[config.mk]
export PLATFORM = sky130hd
export DESIGN_NAME = iicb_ctrl
export DESIGN_NICKNAME = d
export VERILOG_FILES = /design/src/iicb_pkg.sv /design/src/iicb_ctrl.sv
export SDC_FILE = /design/constraint.sdc
export NUM_CORES = 1
export LEC_CHECK = 0
export ABC_AREA = 1
export BUFFER_PORTS_ARGS = -buffer_cell sky130_fd_sc_hd__buf_2
export CORE_MARGIN = 2
export CORE_UTILIZATION = 44
export DETAILED_ROUTE_END_ITERATION = 8
export GPL_TIMING_DRIVEN = 0
export PLACE_DENSITY = 0.86
export SLEW_MARGIN = 20
export SYNTH_ARGS = -nofsm -noshare
export SYNTH_HDL_FRONTEND = slang
export SYNTH_SLANG_ARGS = --single-unit
[constraint.sdc]
create_clock -name clk -period 1.1 [get_ports clk]
set_clock_uncertainty 0.05 [all_clocks]
set_input_delay 0 -clock clk [delete_from_list [all_inputs] [get_ports clk]]
set_output_delay 0 -clock clk [all_outputs]
set_load 0.03 [all_outputs]
[src/iicb_pkg.sv]
// shared types and constants for the inverted index counting build unit
package iicb_pkg;

  localparam int TERMS  = 1024;
  localparam int TOKENS = 4096;
  localparam int TW     = $clog2(TERMS);
  localparam int XW     = $clog2(TOKENS);
  localparam int CW     = XW + 1;
  localparam int DOCW   = 16;
  localparam int POSW   = 10;
  localparam int ENTW   = DOCW + POSW;
  localparam int STGW   = TW + ENTW;

  typedef enum logic [2:0] {
    CMD_ADD   = 3'd0,
    CMD_BUILD = 3'd1,
    CMD_RDENT = 3'd2,
    CMD_RDTRM = 3'd3,
    CMD_CLEAR = 3'd4
  } cmd_t;

  typedef enum logic [1:0] {
    ST_OK    = 2'd0,
    ST_FULL  = 2'd1,
    ST_PHASE = 2'd2,
    ST_RANGE = 2'd3
  } status_t;

  // which operation the datapath performs on its memories this cycle
  typedef enum logic [2:0] {
    OP_IDLE,
    OP_ADD_RD,
    OP_ADD_WR,
    OP_RDENT,
    OP_RDTRM,
    OP_CLR,
    OP_PSUM,
    OP_SCAT
  } op_t;

  typedef struct packed {
    op_t          op;
    logic         step;     // advance sweep pointer
    logic         first;    // reset sweep pointer and accumulator
    logic [1:0]   phase;    // scatter sub-step
  } ctrl_t;

  typedef struct packed {
    logic         sweep_done;
    logic [CW-1:0] total;
  } stat_t;

endpackage

[src/iicb_ctrl.sv]
// command decode and sequencing for the index builder
module iicb_ctrl (
  input  logic                        clk,
  input  logic                        rst_n,
  input  logic                        start,
  output logic                        busy,
  input  logic [2:0]                  in_cmd,
  input  logic [iicb_pkg::XW-1:0]     in_entry_index,
  output iicb_pkg::ctrl_t             ctrl,
  input  iicb_pkg::stat_t             stat,
  output logic                        total_clr,
  output logic                        total_inc,
  output logic                        out_strobe,
  output logic [1:0]                  out_status,
  output logic                        sel_ent,
  output logic                        sel_trm
);
  typedef enum logic [2:0] {
    S_IDLE, S_ADD, S_CLR, S_PSUM, S_SCAT, S_INIT
  } state_t;

  state_t         state_r, state_nxt;
  logic [1:0]     ph_r, ph_nxt;
  logic           built_r, built_nxt;
  logic           strobe_r, strobe_nxt;
  logic [1:0]     status_r, status_nxt;
  logic           sel_ent_r, sel_ent_nxt, sel_trm_r, sel_trm_nxt;
  logic           acc;

  assign acc = start && !busy;
  assign busy = (state_r != S_IDLE);
  assign out_strobe = strobe_r;
  assign out_status = status_r;
  assign sel_ent = sel_ent_r;
  assign sel_trm = sel_trm_r;

  always_comb begin
    state_nxt = state_r; ph_nxt = ph_r; built_nxt = built_r;
    strobe_nxt = 1'b0; status_nxt = status_r;
    sel_ent_nxt = 1'b0; sel_trm_nxt = 1'b0;
    ctrl.op = iicb_pkg::OP_IDLE; ctrl.step = 1'b0; ctrl.first = 1'b0; ctrl.phase = ph_r;
    total_clr = 1'b0; total_inc = 1'b0;
    case (state_r)
      S_IDLE: begin
        ctrl.first = 1'b1;
        ph_nxt = '0;
        if (acc) begin
          status_nxt = iicb_pkg::ST_OK;
          case (in_cmd)
            iicb_pkg::CMD_ADD: begin
              // term range always holds at the field width of this configuration
              if (built_r) begin
                status_nxt = iicb_pkg::ST_PHASE; strobe_nxt = 1'b1;
              end else if (stat.total >= iicb_pkg::CW'(iicb_pkg::TOKENS)) begin
                status_nxt = iicb_pkg::ST_FULL; strobe_nxt = 1'b1;
              end else begin
                ctrl.op = iicb_pkg::OP_ADD_RD;
                state_nxt = S_ADD;
              end
            end
            iicb_pkg::CMD_BUILD: begin
              if (built_r) begin
                status_nxt = iicb_pkg::ST_PHASE; strobe_nxt = 1'b1;
              end else begin
                state_nxt = S_PSUM;
              end
            end
            iicb_pkg::CMD_RDENT: begin
              if (!built_r) begin
                status_nxt = iicb_pkg::ST_PHASE; strobe_nxt = 1'b1;
              end else if (iicb_pkg::CW'(in_entry_index) >= stat.total) begin
                status_nxt = iicb_pkg::ST_RANGE; strobe_nxt = 1'b1;
              end else begin
                // registered ram read lands in the strobe cycle
                ctrl.op = iicb_pkg::OP_RDENT;
                sel_ent_nxt = 1'b1;
                strobe_nxt = 1'b1;
              end
            end
            iicb_pkg::CMD_RDTRM: begin
              if (!built_r) begin
                status_nxt = iicb_pkg::ST_PHASE; strobe_nxt = 1'b1;
              end else begin
                ctrl.op = iicb_pkg::OP_RDTRM;
                sel_trm_nxt = 1'b1;
                strobe_nxt = 1'b1;
              end
            end
            iicb_pkg::CMD_CLEAR: begin
              total_clr = 1'b1;
              built_nxt = 1'b0;
              state_nxt = S_CLR;
            end
            default: strobe_nxt = 1'b1;
          endcase
        end
      end
      S_ADD: begin
        ctrl.op = iicb_pkg::OP_ADD_WR;
        total_inc = 1'b1;
        strobe_nxt = 1'b1;
        state_nxt = S_IDLE;
      end
      S_INIT, S_CLR: begin
        ctrl.op = iicb_pkg::OP_CLR;
        ctrl.step = 1'b1;
        if (stat.sweep_done) begin
          state_nxt = S_IDLE;
          strobe_nxt = (state_r == S_CLR);
          status_nxt = iicb_pkg::ST_OK;
        end
      end
      S_PSUM: begin
        ctrl.op = iicb_pkg::OP_PSUM;
        ph_nxt = 2'd1;
        if (ph_r != 2'd0 && stat.sweep_done) begin
          ctrl.first = 1'b0;
          ph_nxt = 2'd0;
          if (stat.total == '0) begin
            built_nxt = 1'b1; strobe_nxt = 1'b1; state_nxt = S_IDLE;
          end else begin
            state_nxt = S_SCAT;
          end
        end
      end
      S_SCAT: begin
        ctrl.op = iicb_pkg::OP_SCAT;
        ctrl.first = (ph_r == 2'd0) && (state_r != S_SCAT);
        ph_nxt = ph_r + 2'd1;
        if (ph_r == 2'd3 && stat.sweep_done) begin
          built_nxt = 1'b1; strobe_nxt = 1'b1; state_nxt = S_IDLE;
          status_nxt = iicb_pkg::ST_OK;
        end
      end
      default: state_nxt = S_IDLE;
    endcase
    if (state_r == S_PSUM && ph_nxt == 2'd0 && state_nxt == S_SCAT) ctrl.first = 1'b1;
  end

  always_ff @(posedge clk) begin
    if (!rst_n) begin
      state_r   <= S_INIT;
      ph_r      <= '0;
      built_r   <= 1'b0;
      strobe_r  <= 1'b0;
      status_r  <= '0;
      sel_ent_r <= 1'b0;
      sel_trm_r <= 1'b0;
    end else begin
      state_r   <= state_nxt;
      ph_r      <= ph_nxt;
      built_r   <= built_nxt;
      strobe_r  <= strobe_nxt;
      status_r  <= status_nxt;
      sel_ent_r <= sel_ent_nxt;
      sel_trm_r <= sel_trm_nxt;
    end
  end

  a_strobe_idle: assert property (@(posedge clk) disable iff (!rst_n)
    strobe_r |-> state_r == S_IDLE)
    else $error("result strobe outside idle");
  a_sel_strobe: assert property (@(posedge clk) disable iff (!rst_n)
    (sel_ent_r || sel_trm_r) |-> strobe_r)
    else $error("read data selected without result");
  a_add_done: assert property (@(posedge clk) disable iff (!rst_n)
    state_r == S_ADD |=> strobe_r && state_r == S_IDLE)
    else $error("add did not complete");
  a_build_flag: assert property (@(posedge clk) disable iff (!rst_n)
    $rose(built_r) |-> strobe_r)
    else $error("build finished without result");
endmodule

## Yosys cells after proc, flatten, opt, wreduce, memory -nomap -nowiden

Cells that the tools add are included.

- Register bits after elaboration: 11
- Input bits: 32
- Output and inout port bits: 15
- Word-level logic and storage cells: 104

- Order comparisons: 2
- Add/sub/neg operators: 1
- Reduce and logical (&&, ||, !) cells: 21
- Eq/ne operators: 18
- Multiplexer cells: 55

Operators by type and width:

| operator | count |
|---|---|
| 2-to-1 mux 3 bit | 10 |
| 2-to-1 mux 1 bit | 24 |
| 2-to-1 mux 2 bit | 10 |
| one-hot mux 3 bit (3 select lines) | 2 |
| one-hot mux 3 bit (5 select lines) | 1 |
| greater-or-equal comparator 12 x 13 -> 1 bit | 1 |
| greater-or-equal comparator 13 bit, second input constant | 1 |
| zero test 13 bit | 1 |
| == test 3 x 2 -> 1 bit, second input constant | 4 |
| == test 3 bit, second input constant | 4 |
| one-hot mux 2 bit (3 select lines) | 2 |
| one-hot mux 3 bit (4 select lines) | 1 |
| != test 2 bit, second input constant | 5 |
| nonzero test 3 bit | 3 |
| one-hot mux 2 bit (4 select lines) | 1 |
| AND reduction 4 bit | 2 |
| == test 3 x 1 -> 1 bit, second input constant | 2 |
| logical AND 1 bit | 6 |
| zero test 3 bit | 2 |
| one-hot mux 1 bit (3 select lines) | 2 |
| AND reduction 6 bit | 1 |
| one-hot mux 1 bit (5 select lines) | 1 |
| AND reduction 5 bit | 1 |
| zero test 2 bit | 2 |
| 8 further kinds | 8 |

## Depth between registers and ports, before layout

Gate-level depths: netlist of run 1.

- Word-level depth: 9
- Depth in mapped cells: 11
- Depth with buffers taken out: 11

## Worst setup path after synthesis of run 1

OpenSTA, ideal clock, no wires.

- Kind: register to output
- Start point: reg state_r[0]
- End point: out ctrl[5] (netlist name)
- Data arrival time: 1576 ps
- Path buffers: 0
- Cell stages (with the launch flop): 6
- Slack: -526 ps
- Required time: 1050 ps
- Cell sequence: dfxtp_1 -> nor2_2 -> nand2_4 -> nor2_4 -> inv_2 -> o21ai_0

RTL lines:

| element | RTL line | source |
|---|---|---|
| start: declaration | iicb_ctrl.sv:22 | `state_t state_r, state_nxt;` |
| start signal: assignment | iicb_ctrl.sv:150 | `state_r <= state_nxt;` |
| end: declaration | iicb_ctrl.sv:9 | `output iicb_pkg::ctrl_t ctrl,` |

==> reports/summary.txt, run 1 <==
IO Pins - 47
CTS Buf Count - 3
Synth area leader - dfxtp_1
Final core occ - 85.2%
Cells after Synth - 198
HP Class - input pin to flip-flop
WHS Path Cells - 6
Routing usage on met2 - 46.3%
Failing checks - negative setup slack
WL per Instance - 19.3 um
WHS Endpoint - out_strobe$_SDFF_PN0_
CTS root buf - clkbuf_4
DIE AREA - 0.00312 mm2
FF-to-FF path depth - 9
Synth-to-Final Area Change - 81.8%
Drt first pass iters - 7
RSZ-0062 raised after global routing - yes
Leakage - 1.08 nW
Most used cell, CP - nand2_1
Max IR drop VDD - 0.827 mV
Total track usage - 27.8%
Setup WS pre-CTS - -375 ps
HP Start - stat[12]
Critical Path Max Stage Delay - 370 ps
Slowest cell on crit path - dfxtp_2
Critical path class - flip-flop to output port
Nets@finish - 328
GR Util met1 - 32.9%
Async set-reset flop share out of synthesis - 0%
Post-Syn Area - 0.00118 mm2
Min setup slack post-route - -676 ps
Vias in the first global route - 1545
Crit Path Max Fanout - 3
Vias - 1886
First-pass GRT wire length - 6870 um
Core area - 0.00252 mm2
Clock tree from TritonCTS - done
GRT overflow - 0
Delay-heaviest family, CP - simple AND/OR/NAND/NOR gates
Worst-path clk slew - 100 ps
Largest net degree at the start of global routing - 8
RR Startpoint - built_r$_SDFFE_PN0P_
M3 GR Usage - 6.51%
Commonest cells post-synth - 42 x nand2_1, 38 x inv_1, 27 x nor2_1, 16 x nand3_1, 14 x ha_1
Seq/Total Area, Yosys - 18.6%
Final cycle utilization of the critical path - 161%
Area contributors post-synth - dfxtp_1 19%, ha_1 15%, nand2_1 13%
Final ANT Viol Nets - 0
FF+latch count, synth - 11
Cell Pwr Density - 784 mW/mm2
Clk sinks - 11
Drt drc - 0
Fin. max-slew vios - 0
Synth Net Count - 244
Worst setup SP type - flip-flop
Final HPWL from detailed placement - 2400 um
Die Wd - 55.8 um
DRT Wirelength - 6020 um
Worst r2r dst - sel_trm$_SDFF_PN0_
Rows - 18
Fin. Hold Viols - 0
Post-route minimum period - 1780 ps
EDFF count, synth - 0
GPL Wtd Cong - 0.912
Slew @ Worst Pin - 440 ps
Synthesis warning total - 0
Final setup vio count - 19
Effective utilization at floorplan - 46.9%
Rel. slew slack - 70.6%
Worst Setup SP - built_r$_SDFFE_PN0P_
Max Cap Viol - 0
Top-count cell post-synth - nand2_1
Drt initial violations - 173
Initial antenna violation count - 0
Die height - 55.8 um
Avg Cell Area, Syn - 5.97 um2
Yosys top cell area share - 18.6%
Worst R2R Setup Slack - -450 ps
Ys flop type - dfxtp_1
Antenna diode count - 0
Fmax achieved - 563 MHz
Vias/cell - 6.06
CP endpoint kind - output port
Cell breakdown of the critical path - inv_4, a21oi_2, nand2_1, nor2_2, nand4_1, nand2_1, nand2_2, nand2_4, buf_6
Status - complete, but fails checks
Gr busiest metal - met2
Share of post-route cells with drive strength above 1 - 58.4%
CTS H-tree depth - 1
Clk buf depth - 2
Worst path required time - 1050 ps
Worst skew pair latency - 310 ps
Count of different cell masters after synthesis - 21
Port Buffers - 46
CP arrival - 1730 ps
Buf/Inv on CP - 2
==> report_power, final <==
| group | total (mW) | internal, mW | switching [mW] |
|---|---|---|---|
| registers | 0.443 | 0.416 | 0.0265 |
| clock network | 0.340 | 0.142 | 0.198 |
| logic | 0.902 | 0.372 | 0.531 |
| total | 1.69 | 0.930 | 0.756 |
==> cell usage in the layout (no fill, tap or decap), types with 2 or more instances in the layout <==
cell type   n
buf_4      23
nor3_1      2
nand3_2     9
nand3_4     3
clkbuf_4    3
nor2_1     18
dfxtp_1     5
nand2_1    29
buf_6      17
inv_4       5
a21oi_1     5
o21ai_1     2
inv_1      29
ha_1        7
ha_4        6
nand2_4     7
o21ai_2     2
nor2_4      7
nand4_1     6
nor2_2      7
nand2_2    11
nand3_1     6
o21ai_0     5
dfxtp_4     5
a21oi_2     5
inv_2       9
buf_2      38
==> flip-flops by register name, summed over array words and instances (netlist names) <==
| signal | count |
|---|---|
| built_r | 1 |
| out_status | 2 |
| out_strobe | 1 |
| ph_r | 2 |
| sel_ent | 1 |
| sel_trm | 1 |
| state_r | 3 |
==> tightest hold or removal path, stage by stage <==
cell,delay (ps)
buf_2,90
nor2_1,70
nand3_2,80
nand3_2,60
nand2_2,80
inv_1,40
==> worst max-delay path by stage <==
stage | endpoint | slack, ps | depth (start not counted)
6_report | ctrl[4] | -680 | 9
5_1_grt | ctrl[4] | -700 | 9
4_1_cts | ctrl[4] | -450 | 9
3_5_place_dp | ctrl[4] | -380 | 13
3_3_place_gp | ctrl[4] | -360 | 13
2_1_floorplan | out_status[1]$_SDFFE_PN0P_ | -130 | 8
==> repair_timing <==
item,CTS,global route
gates resized for setup,46,46
setup endpoints to repair,19,19
hold buffers,1,0
pin swaps,19,27
hold endpoints to repair,4,0
buffers inserted,27,13
==> cell type report <==
cell class              instances  area (um2)
well taps                      30        37.5
inverters                      44         183
fillers                       139         373
clock buffers                   4        26.3
repair buffers                 79         564
multi-input cells             143        1100
flip-flops and latches         11         240
==> kinds of logic (layout without fill, tap and decap cells) <==
logic type / after synthesis / count (layout) / synth area share [%]
AO/OA/AOI/OAI: 23 / 23 / 10.8
adder cells (fa/ha/maj): 14 / 14 / 14.8
buffers and inverters: 44 / 127 / 14.0
flip-flops: 11 / 11 / 18.6
AND/OR/NAND/NOR: 106 / 106 / 41.8
==> through the flow <==
| stage | total power [mW] | area [um2] | hold slack [ps] | instances | TNS, ps |
|---|---|---|---|---|---|
| after floorplan | 0.826 | 1260 | 37.5 | 198 | -924 |
| after global placement | 0.969 | 1530 | 193 | 274 | -2320 |
| after detailed placement | 0.980 | 1530 | 195 | 274 | -2470 |
| after CTS | 1.41 | 1890 | 48.0 | 302 | -4150 |
| after global routing | 1.76 | 2150 | 100 | 311 | -7490 |
| final | 1.69 | 2150 | 104 | 311 | -6690 |
==> per-layer routing <==
layer | wire length, um | vias to the layer above
met4 | 558 | 0
met2 | 2680 | 164
met1 | 2130 | 849
met3 | 652 | 73
li1 | - | 800
met5 | 0 | -
Power figures use the tool's default switching activity.
==> run 2: changes to the inputs <==
CORE_UTILIZATION = 48   (was 44)
PLACE_DENSITY = 0.89   (was 0.86)
clock period = 1.71 ns   (was 1.1 ns; I/O delays follow)
==> reports/summary.txt, run 2 (synthesis results as in run 1) <==
Status - complete, no violations
Fin. max-slew vios - 0 (unchanged)
Final HPWL from detailed placement - 2430 um (+1.2%)
Worst setup path endpoint - ctrl[4]
Port Buffers - 46 (unchanged)
Die height - 53.6 um (-4.0%)
Max reg flops - 3 (unchanged)
First-pass GRT wire length - 4750 um (-31%)
WL per Instance - 9.86 um (-49%)
Cell Pwr Density - 530 mW/mm2 (-32%)
CP endpoint kind - output port
Post-route minimum period - 1620 ps
IO Pins - 47 (unchanged)
Vias - 1370 (-27%)
Effective utilization at floorplan - 52.0% (+5.1 points)
Die Wd - 53.6 um (-4.0%)
Critical path class - flip-flop to output port
Max Cap Viol - 0 (unchanged)
Tot Pwr - 0.790 mW (-53%)
Core area - 0.00228 mm2 (-9.8%)
Worst path required time - 1660 ps (+610 ps)
Final ANT Viol Nets - 0 (unchanged)
DP Area - 0.00145 mm2 (-5.5%)
Drt initial violations - 22 (-87%)
Drt drc - 0 (unchanged)
Leakage - 0.880 nW (-19%)
Fmax achieved - 617 MHz
Synth-to-Final Area Change - 26.1%
Commonest non-fill, non-tap cell in the layout - buf_2
Crit Path Max Fanout - 6 (+3)
HP Class - input pin to flip-flop
Rel. slew slack - 80.8% (+10 points)
DRT Wirelength - 2730 um (-55%)
Clk sinks - 11 (unchanged)
RSZ-0062 raised after global routing - yes
FF-to-FF path depth - 10 (+1)
Max IR drop VDD - 0.407 mV (-51%)
GPL Wtd Cong - 0.923 (+1.2%)
Total track usage - 22.5% (-5.2 points)
Largest net degree at the start of global routing - 8 (unchanged)
CTS root buf - clkbuf_4
Fin. Hold Viols - 0 (unchanged)
DIE AREA - 0.00288 mm2 (-7.8%)
Antenna diode count - 0 (unchanged)
CP arrival - 1570 ps (-160 ps)
Vias/cell - 4.95 (-18%)
Initial antenna violation count - 0 (unchanged)
Post-route cell area - 0.00149 mm2 (-31%)
Most frequent cells in the layout - 44 x buf_2, 42 x nand2_1, 37 x inv_1, 27 x nor2_1, 16 x nand3_1
Worst skew pair latency - 280 ps (-30 ps)
CTS H-tree depth - 1 (unchanged)
Worst Setup SP - built_r$_SDFFE_PN0P_
Rows - 17 (-1)
Nets@finish - 296 (-9.8%)
Worst r2r dst - built_r$_SDFFE_PN0P_
Final cycle utilization of the critical path - 94.8%
Slew @ Worst Pin - 288 ps (-152 ps)
Share of post-route cells with drive strength above 1 - 28.5% (-30 points)
Vias in the first global route - 1260 (-18%)
Final setup vio count - 0 (-19)
Worst hold margin - 53.9 ps (-49.7 ps)
Worst-path clk slew - 70 ps (-30 ps)
CTS Buf Count - 3 (unchanged)
GRT overflow - 0 (unchanged)
Worst setup SP type - flip-flop
Clk buf depth - 2 (unchanged)
RR Startpoint - state_r[2]$_SDFF_PN1_
Clock tree from TritonCTS - done
Drt first pass iters - 4 (-3)
Worst R2R Setup Slack - 340 ps (+790 ps)
Most flop-heavy register - state_r
[run 2: worst max-delay path: stages (launching register included)]
cell and delay (ps):
dfxtp_2 360, inv_2 70, a21oi_1 120, nand2_1 80, nor2_1 140, nand4_1 170, nand2_1 90, nand2_1 50
nand2_1 60, buf_4 150
[run 2: final cells by class]
cell class                      count  area [um2]
Multi-Input combinational cell    143         797
Fill cell                         228         785
Timing Repair Buffer               47         245
Sequential cell                    11         223
Inverter                           44         165
Tap cell                           28        35.0
Clock buffer                        4        26.3
[run 2: report_power, final]
part / leakage, nW / total [mW] / internal [mW] / switching [mW]
Combinational: 0.774 / 0.324 / 0.119 / 0.206
Clock: 0.0150 / 0.182 / 0.0906 / 0.0911
Sequential: 0.0906 / 0.284 / 0.270 / 0.0138
[run 2: metal layers]
layer | vias up | routed length, um | GRT usage (%)
li1 | 734 | - | -
met3 | 4 | 133 | 6.11
met1 | 601 | 1250 | 26.8
met2 | 31 | 1310 | 38.9
met5 | - | 0 | 0
met4 | 0 | 29 | 7.69
[run 2: what timing repair did]
item	CTS	global route
hold buffers	1	0
endpoints found under the setup margin	2	3
buffers inserted	0	0
gates resized for setup	3	3
hold endpoints to repair	4	0
pin swaps	0	1
[run 2: worst min-delay path by stage]
stage,from,endpoint,cells past startpoint
4_1_cts,stat[12],state_r[2]$_SDFF_PN1_,5
6_report,in_cmd[0],state_r[0]$_SDFF_PN1_,3
2_1_floorplan,rst_n,state_r[2]$_SDFF_PN1_,1
3_3_place_gp,rst_n,state_r[0]$_SDFF_PN1_,2
5_1_grt,stat[12],state_r[2]$_SDFF_PN1_,5
3_5_place_dp,rst_n,state_r[0]$_SDFF_PN1_,2
[run 2: stage by stage]
stage                     utilization [%]  setup WS, ps  instances  TNS (ps)
after global placement               63.6           294        272         0
after CTS                            65.4          16.3        277         0
after global routing                 65.5         -48.3        277     -48.3
after floorplan                         -          84.4        198         0
after detailed placement             63.6           284        272         0
final                                65.5          88.8        277         0
